$ cat config.mk
export PLATFORM = sky130hd
export DESIGN_NAME = resume_sequencer_with_timeouts_top
export DESIGN_NICKNAME = d
export VERILOG_FILES = /design/src/rtl/rsq_pkg.sv /design/src/rtl/rsq_csr.sv /design/src/rtl/rsq_in_stage.sv /design/src/rtl/rsq_engine.sv /design/src/rtl/resume_sequencer_with_timeouts_top.sv
export SDC_FILE = /design/constraint.sdc
export NUM_CORES = 1
export LEC_CHECK = 0
export BUFFER_PORTS_ARGS = -buffer_cell sky130_fd_sc_hd__buf_2
export CAP_MARGIN = 0
export CORE_MARGIN = 8
export CORE_UTILIZATION = 48
export CTS_BUF_LIST = sky130_fd_sc_hd__clkbuf_2
export DETAILED_ROUTE_END_ITERATION = 16
export GPL_ROUTABILITY_DRIVEN = 0
export GPL_TIMING_DRIVEN = 1
export PLACE_DENSITY = 0.74
export SKIP_LAST_GASP = 1
export SYNTH_ARGS = -nofsm -noshare
export SYNTH_HDL_FRONTEND = slang
export SYNTH_SLANG_ARGS = --single-unit
$ cat constraint.sdc
create_clock -name clock -period 9.15 [get_ports clock]
set_clock_uncertainty 0.05 [all_clocks]
set_input_delay 1.3725 -clock clock [delete_from_list [all_inputs] [get_ports clock]]
set_output_delay 1.3725 -clock clock [all_outputs]
set_load 0.02 [all_outputs]
$ cat src/rtl/rsq_pkg.sv
// ---------------------------------------------------------------------------
// Resume sequencer package
// Types, codes and widths shared by the resume sequencer modules.
// ---------------------------------------------------------------------------
package rsq_pkg;

   localparam int unsigned TS_W       = 32;
   localparam int unsigned COUNT_W    = 8;
   localparam int unsigned CSR_IDX_W  = 2;
   localparam int unsigned CSR_DATA_W = 32;
   localparam int unsigned REQ_DATA_W = 40;
   localparam int unsigned REQ_USER_W = 3;
   localparam int unsigned RSP_DATA_W = 8;

   // Register reset values
   localparam logic [COUNT_W-1:0] STABLE_NEEDED_RST  = 8'd3;
   localparam logic [TS_W-1:0]    CHECK_TIMEOUT_RST  = 32'd1000;
   localparam logic [TS_W-1:0]    OUTPUT_TIMEOUT_RST = 32'd1000;
   localparam logic [COUNT_W-1:0] COUNT_MAX          = 8'hFF;

   // Register indexes
   localparam logic [CSR_IDX_W-1:0] CSR_STABLE_NEEDED  = 2'd0;
   localparam logic [CSR_IDX_W-1:0] CSR_CHECK_TIMEOUT  = 2'd1;
   localparam logic [CSR_IDX_W-1:0] CSR_OUTPUT_TIMEOUT = 2'd2;

   typedef enum logic [2:0] {
      MODE_IDLE     = 3'd0,
      MODE_OVERRIDE = 3'd1,
      MODE_CHECK    = 3'd2,
      MODE_READY    = 3'd3,
      MODE_RESUMED  = 3'd4,
      MODE_TIMEOUT  = 3'd5
   } mode_type;

   typedef enum logic [2:0] {
      ACT_OVERRIDE_END  = 3'd0,
      ACT_STABLE_REPORT = 3'd1,
      ACT_FIRST_OUTPUT  = 3'd2,
      ACT_FORCE_TIMEOUT = 3'd3,
      ACT_SET_OVERRIDE  = 3'd4,
      ACT_CHECK_TIMEOUT = 3'd5
   } action_type;

   typedef struct packed {
      logic [COUNT_W-1:0] stable_needed;
      logic [TS_W-1:0]    check_limit;
      logic [TS_W-1:0]    output_timeout;
   } cfg_type;

   typedef struct packed {
      action_type      action;
      logic [TS_W-1:0] timestamp;
      logic            override_on;
   } req_item_type;

   typedef struct packed {
      logic     timeout_fired;
      mode_type mode;
   } rsp_item_type;

endpackage

$ cat src/rtl/rsq_csr.sv
// ---------------------------------------------------------------------------
// Resume sequencer configuration registers
// Holds the stable report count and the two timeout limits.
// ---------------------------------------------------------------------------
module rsq_csr (
   input  logic                             clock,
   input  logic                             reset,
   input  logic                             csr_valid,
   output logic                             csr_ready,
   input  logic [rsq_pkg::CSR_IDX_W-1:0]    csr_index,
   input  logic [rsq_pkg::CSR_DATA_W-1:0]   csr_wdata,
   output rsq_pkg::cfg_type                 cfg
);
   import rsq_pkg::*;

   cfg_type cfg_ff;
   cfg_type cfg_in;

   // Always take a write
   assign csr_ready = 1'b1;

   // Decode the write into the addressed register
   always_comb begin
      cfg_in = cfg_ff;
      if (csr_valid) begin
         case (csr_index)
            CSR_STABLE_NEEDED:  cfg_in.stable_needed  = csr_wdata[COUNT_W-1:0];
            CSR_CHECK_TIMEOUT:  cfg_in.check_limit    = csr_wdata[TS_W-1:0];
            CSR_OUTPUT_TIMEOUT: cfg_in.output_timeout = csr_wdata[TS_W-1:0];
            default:            cfg_in = cfg_ff;
         endcase
      end
   end

   always_ff @(posedge clock) begin
      if (reset) begin
         cfg_ff.stable_needed  <= STABLE_NEEDED_RST;
         cfg_ff.check_limit    <= CHECK_TIMEOUT_RST;
         cfg_ff.output_timeout <= OUTPUT_TIMEOUT_RST;
      end else begin
         cfg_ff <= cfg_in;
      end
   end

   assign cfg = cfg_ff;

endmodule

$ cat src/rtl/rsq_in_stage.sv
// ---------------------------------------------------------------------------
// Resume sequencer input register
// Captures one event per transfer and hands it to the sequencer engine.
// ---------------------------------------------------------------------------
module rsq_in_stage (
   input  logic                              clock,
   input  logic                              reset,
   input  logic                              req_tvalid,
   output logic                              req_tready,
   input  logic [rsq_pkg::REQ_DATA_W-1:0]    req_tdata,
   input  logic [rsq_pkg::REQ_USER_W-1:0]    req_tuser,
   input  logic                              take,
   output logic                              item_valid,
   output rsq_pkg::req_item_type             item
);
   import rsq_pkg::*;

   logic         valid_ff;
   logic         valid_in;
   req_item_type item_ff;
   logic         load;

   // Accept when empty or when the held event moves on this cycle
   assign req_tready = !valid_ff || take;
   assign load       = req_tvalid && req_tready;

   always_comb begin
      valid_in = valid_ff;
      if (load) begin
         valid_in = 1'b1;
      end else if (take) begin
         valid_in = 1'b0;
      end
   end

   always_ff @(posedge clock) begin
      if (reset) begin
         valid_ff <= 1'b0;
      end else begin
         valid_ff <= valid_in;
      end
   end

   // Payload needs no reset
   always_ff @(posedge clock) begin
      if (load) begin
         item_ff.action      <= action_type'(req_tuser);
         item_ff.timestamp   <= req_tdata[TS_W-1:0];
         item_ff.override_on <= req_tdata[TS_W];
      end
   end

   assign item_valid = valid_ff;
   assign item       = item_ff;

endmodule

$ cat src/rtl/rsq_engine.sv
// ---------------------------------------------------------------------------
// Resume sequencer engine
// Applies one event to the mode, start time and stable count, and registers
// the result.
// ---------------------------------------------------------------------------
module rsq_engine (
   input  logic                   clock,
   input  logic                   reset,
   input  rsq_pkg::cfg_type       cfg,
   input  logic                   item_valid,
   input  rsq_pkg::req_item_type  item,
   output logic                   take,
   output logic                   rsp_valid,
   input  logic                   rsp_ready,
   output rsq_pkg::rsp_item_type  rsp_item
);
   import rsq_pkg::*;

   mode_type           mode_ff;
   mode_type           mode_in;
   logic [TS_W-1:0]    start_ff;
   logic [TS_W-1:0]    start_in;
   logic [COUNT_W-1:0] count_ff;
   logic [COUNT_W-1:0] count_in;
   logic [COUNT_W-1:0] count_inc;
   logic [TS_W-1:0]    elapsed;
   logic               check_over;
   logic               ready_over;
   logic               fire;
   logic               step;
   logic               rsp_valid_ff;
   logic               rsp_valid_in;
   rsp_item_type       rsp_ff;

   // Move an event on when the result register is free or being drained
   assign take = !rsp_valid_ff || rsp_ready;
   assign step = item_valid && take;

   // Wrap-around elapsed time and limit checks
   assign elapsed    = item.timestamp - start_ff;
   assign check_over = elapsed > cfg.check_limit;
   assign ready_over = elapsed > cfg.output_timeout;
   assign count_inc  = (count_ff == COUNT_MAX) ? count_ff : count_ff + 1'b1;

   // Next mode
   always_comb begin
      mode_in = mode_ff;
      if (step) begin
         case (item.action)
            ACT_OVERRIDE_END: begin
               if (mode_ff == MODE_OVERRIDE || mode_ff == MODE_IDLE) begin
                  mode_in = MODE_CHECK;
               end
            end
            ACT_STABLE_REPORT: begin
               if (mode_ff == MODE_CHECK && count_inc >= cfg.stable_needed) begin
                  mode_in = MODE_READY;
               end
            end
            ACT_FIRST_OUTPUT: begin
               if (mode_ff == MODE_READY) begin
                  mode_in = MODE_RESUMED;
               end
            end
            ACT_FORCE_TIMEOUT: mode_in = MODE_TIMEOUT;
            ACT_SET_OVERRIDE: begin
               if (item.override_on) begin
                  mode_in = MODE_OVERRIDE;
               end
            end
            ACT_CHECK_TIMEOUT: begin
               if (fire) begin
                  mode_in = MODE_TIMEOUT;
               end
            end
            default: mode_in = mode_ff;
         endcase
      end
   end

   // Timeout flag, start time and stable count
   always_comb begin
      fire     = 1'b0;
      start_in = start_ff;
      count_in = count_ff;
      if (item.action == ACT_CHECK_TIMEOUT) begin
         fire = (mode_ff == MODE_CHECK && check_over)
             || (mode_ff == MODE_READY && ready_over);
      end
      if (step) begin
         if (item.action == ACT_OVERRIDE_END
             && (mode_ff == MODE_OVERRIDE || mode_ff == MODE_IDLE)) begin
            start_in = item.timestamp;
            count_in = '0;
         end else if (item.action == ACT_STABLE_REPORT && mode_ff == MODE_CHECK) begin
            count_in = count_inc;
         end
      end
   end

   // Result valid: set on a new event, drop once transferred
   always_comb begin
      rsp_valid_in = rsp_valid_ff;
      if (step) begin
         rsp_valid_in = 1'b1;
      end else if (rsp_ready) begin
         rsp_valid_in = 1'b0;
      end
   end

   always_ff @(posedge clock) begin
      if (reset) begin
         mode_ff      <= MODE_IDLE;
         start_ff     <= '0;
         count_ff     <= '0;
         rsp_valid_ff <= 1'b0;
      end else begin
         mode_ff      <= mode_in;
         start_ff     <= start_in;
         count_ff     <= count_in;
         rsp_valid_ff <= rsp_valid_in;
      end
   end

   // Hold the result until transferred
   always_ff @(posedge clock) begin
      if (step) begin
         rsp_ff.mode          <= mode_in;
         rsp_ff.timeout_fired <= fire;
      end
   end

   assign rsp_valid = rsp_valid_ff;
   assign rsp_item  = rsp_ff;

endmodule

$ cat src/rtl/resume_sequencer_with_timeouts_top.sv
// ---------------------------------------------------------------------------
// Resume sequencer with timeouts
// Steps the resume after a safety override through check, ready and resumed,
// with timeouts measured from the start of the check.
// ---------------------------------------------------------------------------
// Usage:
//   req_ carries one event per transfer: action in req_tuser, timestamp and
//   override flag in req_tdata. rsp_ returns one result per event: the mode
//   after the event and a flag set when a check event caused the timeout.
//   csr_ writes the stable report count (index 0), the check limit (1) and
//   the ready limit (2); write only while no event is in flight.
//   An event passes through the input register and then the result
//   register; it moves on once the result register is free or being drained.
//   Rate: one event per cycle while the receiver takes each result, with
//   the subtract-and-compare path lying between those two registers.
//   Reset clears the mode to idle, start time and stable count to zero,
//   and loads the register defaults (3, 1000, 1000).
//   When the receiver stalls, the result holds and one more event waits in
//   the input register; req_tready then drops until the result moves.
// ---------------------------------------------------------------------------
module resume_sequencer_with_timeouts_top (
   input  logic                              clock,
   input  logic                              reset,
   input  logic                              req_tvalid,
   output logic                              req_tready,
   // [31:0] timestamp, [32] override_on, [39:33] zero
   input  logic [rsq_pkg::REQ_DATA_W-1:0]    req_tdata,
   // [2:0] action
   input  logic [rsq_pkg::REQ_USER_W-1:0]    req_tuser,
   output logic                              rsp_tvalid,
   input  logic                              rsp_tready,
   // [2:0] mode, [3] timeout_fired, [7:4] zero
   output logic [rsq_pkg::RSP_DATA_W-1:0]    rsp_tdata,
   input  logic                              csr_valid,
   output logic                              csr_ready,
   input  logic [rsq_pkg::CSR_IDX_W-1:0]     csr_index,
   input  logic [rsq_pkg::CSR_DATA_W-1:0]    csr_wdata
);
   import rsq_pkg::*;

   cfg_type      cfg;
   logic         take;
   logic         item_valid;
   req_item_type item;
   rsp_item_type rsp_item;

   // Configuration registers
   rsq_csr u_csr (
      .clock     (clock),
      .reset     (reset),
      .csr_valid (csr_valid),
      .csr_ready (csr_ready),
      .csr_index (csr_index),
      .csr_wdata (csr_wdata),
      .cfg       (cfg)
   );

   // Input register
   rsq_in_stage u_in (
      .clock      (clock),
      .reset      (reset),
      .req_tvalid (req_tvalid),
      .req_tready (req_tready),
      .req_tdata  (req_tdata),
      .req_tuser  (req_tuser),
      .take       (take),
      .item_valid (item_valid),
      .item       (item)
   );

   // Sequencer and result register
   rsq_engine u_engine (
      .clock      (clock),
      .reset      (reset),
      .cfg        (cfg),
      .item_valid (item_valid),
      .item       (item),
      .take       (take),
      .rsp_valid  (rsp_tvalid),
      .rsp_ready  (rsp_tready),
      .rsp_item   (rsp_item)
   );

   // Pack the result, zero filled to a whole byte
   assign rsp_tdata = {{(RSP_DATA_W - 4){1'b0}}, rsp_item.timeout_fired, rsp_item.mode};

endmodule

---- Word-level counts from Yosys, hierarchy flattened ----
Cells that the tools add are included.
word-level totals
  bits in registers ....................... 157
  latch bits .............................. 0
  RAM bits ................................ 0
  ROM bits ................................ 0
  input bits .............................. 82
  output and inout bits ................... 11
  word-level logic and storage cells ...... 68
  memories kept ........................... 0
operators by class
  add/sub/neg operators ................... 2
  multipliers ............................. 0
  div/mod/pow operators ................... 0
  magnitude comparators ................... 3
  equality and inequality tests ........... 11
  shift operators ......................... 0
  mux-type cells .......................... 15
  bitwise gates (word level) .............. 0
  reduce and logical (&&, ||, !) cells .... 24
operators with widths
  kind                 count
  $gt 32x32->1         2
  $sub 32x32->32       1
  $mux 8               3
  $mux 3               6
  $pmux 3 s6           1
  $eq 3x2->1 const B   4
  $reduce_and 2->1     5
  $add 8x1->8 const B  1
  $eq 8x8->1 const B   1
  $ge 8x8->1           1
  $logic_and 1x1->1    7
  $eq 3x1->1 const B   2
  $eq 3x3->1 const B   2
  $logic_not 3->1      2
  $reduce_bool 2->1    3
  $mux 1               5
  $logic_or 1x1->1     4
  $eq 2x1->1 const B   1
  $eq 2x2->1 const B   1
  $logic_not 1->1      2
  $logic_not 2->1      1

---- Longest topological paths before layout ----
Gate-level depths: netlist (run 1).
  depth after elaboration ................. 8
  mapped depth ............................ 19
  depth with buffers taken out ............ 19

---- Hierarchy ----
A second synthesis (run 1) with hierarchy kept.
unflattened totals
  cells, all modules ...................... 1064
  area, all modules ....................... 9599.2 um2
modules (own cells, without submodules)
  module                              instances  cells an instance  area each (um2)
  rsq_engine                          1          738                5452.7
  rsq_csr                             1          280                2976.6
  rsq_in_stage                        1          41                 1136.1
  resume_sequencer_with_timeouts_top  1          5                  33.8

---- Least setup slack after synthesis (run 1) ----
No wires, ideal clock.
  path type ............................... register -> register
  start point ............................. register u_in.item_ff, in the netlist u_in.item[1]
  end point ............................... register u_engine.rsp_ff, in the netlist u_engine.rsp_item[2] (data pin)
  library setup time ...................... 0.259 ns
  arrival time ............................ 3.896 ns
  slack ................................... 4.945 ns
  stages on the path, launching flop included .. 20
  path through ............................ edfxtp_1 inv_1 ha_1 inv_1 fa_1 a21oi_1 o211a_1 o21ai_1 o311a_1 o21ba_1 o211a_1 a211oi_2 ha_1 a21oi_1 nand2_1 a221oi_1 o21ai_0 o21ai_0 a311oi_1 or2_1
between the ends
  word-level cells in the longest chain between the ends .. 8
ends and longest elaborated chain
  item                                         RTL line                            RTL
  start: declaration                           rsq_in_stage.sv:20                  req_item_type item_ff;
  $sub 32x32->32 (*)                           rsq_engine.sv:40                    assign elapsed = item.timestamp - start_ff;
  $gt 32x32->1, on equally long branches       rsq_engine.sv:41, rsq_engine.sv:42
  $logic_and 1x1->1, on equally long branches  rsq_engine.sv:87, rsq_engine.sv:88
  $logic_or 1x1->1 (*)                         rsq_engine.sv:88                    || (mode_ff == MODE_READY && ready_over);
  $mux 1 (*)                                   rsq_engine.sv:86                    if (item.action == ACT_CHECK_TIMEOUT) begin
  $mux 3 (*)                                   rsq_engine.sv:72                    if (fire) begin
  $pmux 3 s6 (*)                               rsq_engine.sv:49                    case (item.action)
  $mux 3 (*)                                   rsq_engine.sv:48                    if (step) begin
  via u_engine.mode_in[2]                      rsq_engine.sv:20                    mode_type mode_in;
  end: declaration                             rsq_engine.sv:33                    rsp_item_type rsp_ff;
The timed path passes the listed nets; every way through them passes the cells marked *.
A chain may end at the register's enable or synchronous reset.

---- Final worst setup path (run 1) ----
Same ends and word-level chain as after synthesis.

==> metrics.yaml, run 1 <==
status: "completed"
drv_slew: 0
start_util_pct: 49.2
postCtsSetupRepairBufs: 0
path_max_fanout: 5
path_clk_slew_ns: 0.22
hold_class: "reg -> reg"
wirelength_um: 20700
r2r_end: "u_engine.rsp_item[2]"
max-clock-path-buffers: 2
r2r_slack_ns: 4.09
min-delay-start: "u_engine.start_ff[22]"
ys_top_cells_by_count: "219 x nand2_1, 142 x a21oi_1, 122 x inv_1"
path_buf_inv: 2
fin_crit_ns: 5.06
post-route-period-util_pct: 55.3
core_area_um2: 18800
area_delta_synth_final_pct: 9.18
io_buffers: 80
drcViolationCount: 0
finalSetupTns_ns: 0
yosysMostFrequentCell: "nand2_1"
r2r_start: "u_in.item[1]"
worstSetupStartpointType: "flip-flop"
crit_required_ns: 9.62
synthCells: 1134
p_per_area_nw_per_um2: 147
clk_latency_ns: 0.74
critical_path_depth: 19
grt_pass1_vias: 7407
cts_hold_buf: 0
drive_above_1_share_pct: 11.3
rsz0062_at_grt: "no"
dr.pass1.iters: 8
yosys_warnings: 0
maxCapViolations: 0
async_flop_share_pct: 0
rr_worst_depth: 19
n_fill_cell: 1776
setup_viol: 0
antenna_found_initial: 3
worst_path_max_delay_cell: "nor4_1"
ys.flop_type: "dfxtp_1"
cts_sinks: 157
p_leak_nw: 4.01
die_width_um: 155
grt_usage_pct: 17.6
avgSynthCellArea_um2: 8.14
grt_pass1_wl_um: 34700
cts_tree: "yes"
htree_levels: 4
synth.largest_area_cell: "dfxtp_1"
synth.cell_area_um2: 9230
rows: 50
globalRouteOverflowTotal: 0
wl_per_cell_um: 14.3
root_buffer: "clkbuf_2"
hold_ws_ns: 0.418
slowest_delay_ns: 0.48
cp_data_arrival_time_ns: 5.53
cts_buffers: 17
finalPower_mw: 1.48
dp_hpwl_um: 15600
endpoint_kind: "flip-flop"
num_io_pins: 93
via_per_inst: 5.37
vias: 7765
crit_family: "compound AO/OA/AOI/OAI gates"
yosys.cell_types.count: 68
die_h_um: 155
min_to: "u_engine.start_ff[22]"
synth_top_area_share_pct: 25.4
seq_area_frac_synth_pct: 38.4
tightest_slew_ns: 1.16
finalHoldViolations: 0
path_cells: "inv_1 -> ha_1 -> inv_1 -> fa_1 -> a21oi_1 -> o211a_1 -> o21ai_1 -> o311a_1 -> o21ba_1 -> o21ai_1 -> xnor2_1 -> ha_1 -> nand4_1 -> nor4_1 -> a31oi_1 -> o21ai_0 -> o22a_1 -> a311oi_1 -> or2_1"
final_nets: 1381
ir_worst_vdd_uv: 82.4
worstSetupPathType: "reg -> reg"
grt_max_degree: 66
die_area_um2: 23900
fmaxAchievable_mhz: 198
whs_path_depth: 2
drt_iter0_markers: 420
cts-resized-gates: 0
synth_edf_count: 40
synth_area_leaders: "dfxtp_1 25%, ha_1 14%, edfxtp_1 13%"
ant_nets: 0
ys_seq_elements: 157
slew_headroom_pct: 22.1
-- where the power goes --
group	switching, mW	leakage (nW)	total, mW	internal [mW]
sequential	0.0138	1.34	0.752	0.739
combinational	0.168	2.50	0.284	0.116
clock	0.260	0.167	0.442	0.183
-- worst min-delay path, stage by stage (launching register included) --
cell and delay [ns]:
dfxtp_1 0.35, nand2_1 0.05, a21oi_1 0.05
-- cell type report --
| type | instances | area (um2) | area share, % |
|---|---|---|---|
| Clock inverter | 14 | 191 | 1.90 |
| Inverter | 123 | 462 | 4.58 |
| Clock buffer | 18 | 90.1 | 0.894 |
| Sequential cell | 157 | 3540 | 35.2 |
| Multi-Input combinational cell | 811 | 5060 | 50.2 |
| Timing Repair Buffer | 84 | 433 | 4.30 |
| Tap cell | 234 | 293 | 2.91 |
| Antenna cell | 4 | 10.0 | 0.0993 |
-- state kept, by name (all words and copies together), names as in the netlist --
| name | flops |
|---|---|
| u_csr.cfg | 72 |
| u_engine.count_ff | 8 |
| u_engine.mode_ff | 3 |
| u_engine.rsp_item | 4 |
| u_engine.rsp_valid | 1 |
| u_engine.start_ff | 32 |
| u_in.item | 36 |
| u_in.item_valid | 1 |
-- worst max path at each step --
stage | startpoint | endpoint | slack [ns]
2_1_floorplan | u_in.item[1] | u_engine.rsp_item[2] | 4.95
3_3_place_gp | u_in.item[1] | u_engine.rsp_item[2] | 4.22
3_5_place_dp | u_in.item[1] | u_engine.rsp_item[2] | 4.13
4_1_cts | u_in.item[1] | u_engine.rsp_item[2] | 4.10
5_1_grt | u_in.item[1] | u_engine.rsp_item[2] | 3.66
6_report | u_in.item[1] | u_engine.rsp_item[2] | 4.09
-- layout by cell type (no fill, tap or decap), types with 13 or more instances in the layout --
cell,count
nor3_1,18
nand4_1,19
buf_2,79
o21ai_0,31
nand3_1,15
xnor2_1,19
nor2_1,67
clkbuf_2,18
edfxtp_1,40
inv_1,122
dfxtp_1,117
nand2_1,219
a21oi_1,142
ha_1,104
a211o_1,13
-- per-stage QoR --
| stage | area [um2] | util (%) | instances | worst slack (ns) |
|---|---|---|---|---|
| floorplan | 9240 | - | 1137 | 4.95 |
| global placement | 9790 | 52.1 | 1409 | 4.22 |
| detailed placement | 9790 | 52.1 | 1409 | 4.13 |
| CTS | 10100 | 53.6 | 1441 | 4.10 |
| global route | 10100 | 53.7 | 1444 | 3.66 |
| finish | 10100 | 53.7 | 1445 | 4.09 |
-- routing by layer --
metal / track usage (%) / part of all wire [%] / up-vias
li1: - / - / 4013
met1: 21.1 / 46 / 3569
met2: 30.8 / 48 / 156
met3: 4.10 / 4.5 / 25
met4: 5.51 / 1.9 / 2
met5: 0 / 0.048 / -
-- logic make-up (layout without fill, tap and decap cells) --
kind of cell	count (synthesis)	after routing	share of synthesized area [%]
AOI/OAI and AO/OA	271	271	18.0
xor gates and xnor gates	28	28	2.66
adders and majority gates	105	105	14.3
and+or+nand+nor	398	398	19.0
muxes	4	4	0.474
other	2	9	0.0814
buffers and inverters	169	239	7.09
DFF	157	157	38.4
Power figures use the tool's default switching activity.
==> run 2, diff against run 1 <==
--- a/config.mk
+++ b/config.mk
@@ -13,7 +13,7 @@
 export DETAILED_ROUTE_END_ITERATION = 16
 export GPL_ROUTABILITY_DRIVEN = 0
 export GPL_TIMING_DRIVEN = 1
-export PLACE_DENSITY = 0.74
+export PLACE_DENSITY = 0.77
 export SKIP_LAST_GASP = 1
 export SYNTH_ARGS = -nofsm -noshare
 export SYNTH_HDL_FRONTEND = slang
==> constraint.sdc (replaced) <==
create_clock -name clock -period 4.1 [get_ports clock]
set_clock_uncertainty 0.05 [all_clocks]
set_input_delay 0.615 -clock clock [delete_from_list [all_inputs] [get_ports clock]]
set_output_delay 0.615 -clock clock [all_outputs]
set_load 0.02 [all_outputs]
==> metrics.yaml, run 2 (synthesis gave the netlist of run 1 again) <==
status: "finished with violations"
violations: "design-rule violations, negative setup slack"
drcViolationCount: 1
slew_headroom_pct: 19.9
met2WireLength_um: 11700
largest_reg_flops: 72
wl_met3_um: 1330
max-clock-path-buffers: 2
worst_path_max_delay_cell: "edfxtp_1"
worstSetupStartpointType: "flip-flop"
maxUsedRoutingLayer: "met4"
antennaDiodeCount: 0
grt_pass1_vias: 8407
crit_top_cell: "buf_4"
area_delta_synth_final_pct: 25.5
die_width_um: 155
crit_required_ns: 4.60
vias: 8496
dp_slack_ns: -0.576
wl_per_cell_um: 14.7
root_buffer: "clkbuf_2"
p_per_area_nw_per_um2: 296
hold_class: "in -> reg"
m1WireLength_um: 9870
cts_tree: "yes"
dp_hpwl_um: 16700
post-route-period-util_pct: 111
n_fill_cell: 1611
dpl_cell_area_um2: 10300
die_h_um: 155
drt_iter0_markers: 454
clk_latency_ns: 0.75
wirelength_um: 23300
path_max_fanout: 4
rsz0062_at_grt: "yes"
drv_slew: 0
cp_data_arrival_time_ns: 5.04
num_io_pins: 93
path_clk_slew_ns: 0.25
cts_buffers: 17
tightest_slew_ns: 1.20
grt_pass1_wl_um: 38600
worstSetupPathType: "reg -> reg"
fmaxAchievable_mhz: 220
regArea_um2: 3540
hold_ws_ns: 0.0606
htree_levels: 4
final_nets: 1524
io_buffers: 80
dr.pass1.iters: 12
dp.cells: 1481
rows: 50
die_area_um2: 23900
mostFrequentLayoutCells: "219 x nand2_1, 138 x a21oi_1, 118 x inv_1"
grt_max_degree: 87
maxCapViolations: 0
mostFrequentLayoutCell: "nand2_1"
stdcell_count: 1584
fin_crit_ns: 4.54
fin_area_um2: 11600
setup_viol: 7
endpoint_kind: "flip-flop"
finalHoldViolations: 0
ir_worst_vdd_uv: 251
antenna_found_initial: 0
cts_sinks: 157
via_per_inst: 5.36
path_cells: "ha_1 -> nor2b_4 -> o31ai_2 -> buf_4 -> a211o_4 -> a21oi_4 -> o31a_1 -> buf_4 -> o2111a_1 -> a211o_1 -> buf_6 -> ha_4 -> nand4_1 -> nor4_4 -> a31oi_2 -> o21ai_1 -> o22a_1 -> a311oi_2 -> or2_1"
layout_setup_ws_ns: -0.440
drive_above_1_share_pct: 18.8
p_leak_nw: 4.71
multi_input_area_um2: 5360
start_util_pct: 49.2
grt_usage_pct: 19.6
slowest_delay_ns: 0.46
core_area_um2: 18800
ant_nets: 0
globalRouteOverflowTotal: 0
[run 2: path summary, 6_finish.rpt]
check                                     startpoint              endpoint  slack [ns]  cells after the start
worst max-delay path                    u_in.item[2]  u_engine.rsp_item[2]       -0.44                     19
worst min-delay path                   csr_wdata[28]         u_csr.cfg[28]        0.06                      3
worst max register to register          u_in.item[2]  u_engine.rsp_item[2]       -0.44                     19
worst min register to register  u_engine.start_ff[7]  u_engine.start_ff[7]        0.42                      2
[run 2: stage by stage]
step	total power, mW	setup TNS (ns)	utilization, %
detailed placement	2.42	-3.12	55.1
finish	3.43	-2.72	61.8
floorplan	2.16	0	-
global placement	2.40	-1.82	55.1
global route	3.62	-4.10	61.8
CTS	3.42	-1.86	60.6
[run 2: final cells by class]
class	count	area share, %
tap	234	2.53
clock inverter	14	1.44
timing repair buffer	227	14.4
inverter	123	3.98
clock buffer	18	0.777
sequential	157	30.6
multi-input combinational	811	46.3
[run 2: critical path: cells and delay by family, from the launching register on]
kind	cells	cell delay (ns)
simple gates	4	0.80
flops	1	0.46
fa+ha+maj	2	0.56
buf+inv	3	0.45
compound gates	10	2.02
[run 2: metal layers]
layer / up-vias / track usage [%]
met4: 0 / 5.51
met1: 3966 / 22.9
met3: 31 / 4.57
met2: 203 / 34.9
met5: - / 0
li1: 4296 / -
[run 2: timing repair]
action	4_1_cts	5_1_grt
hold endpoints to repair	69	13
buffers inserted	5	5
gates resized for setup	37	20
pin swaps	26	15
cloned	0	0
hold buffers	54	8
setup endpoints to repair	7	7
[run 2: power by group]
group	internal (mW)	switching, mW	total [mW]
sequential	1.65	0.0315	1.68
combinational	0.383	0.436	0.818
clock	0.344	0.589	0.933
total	2.38	1.06	3.43
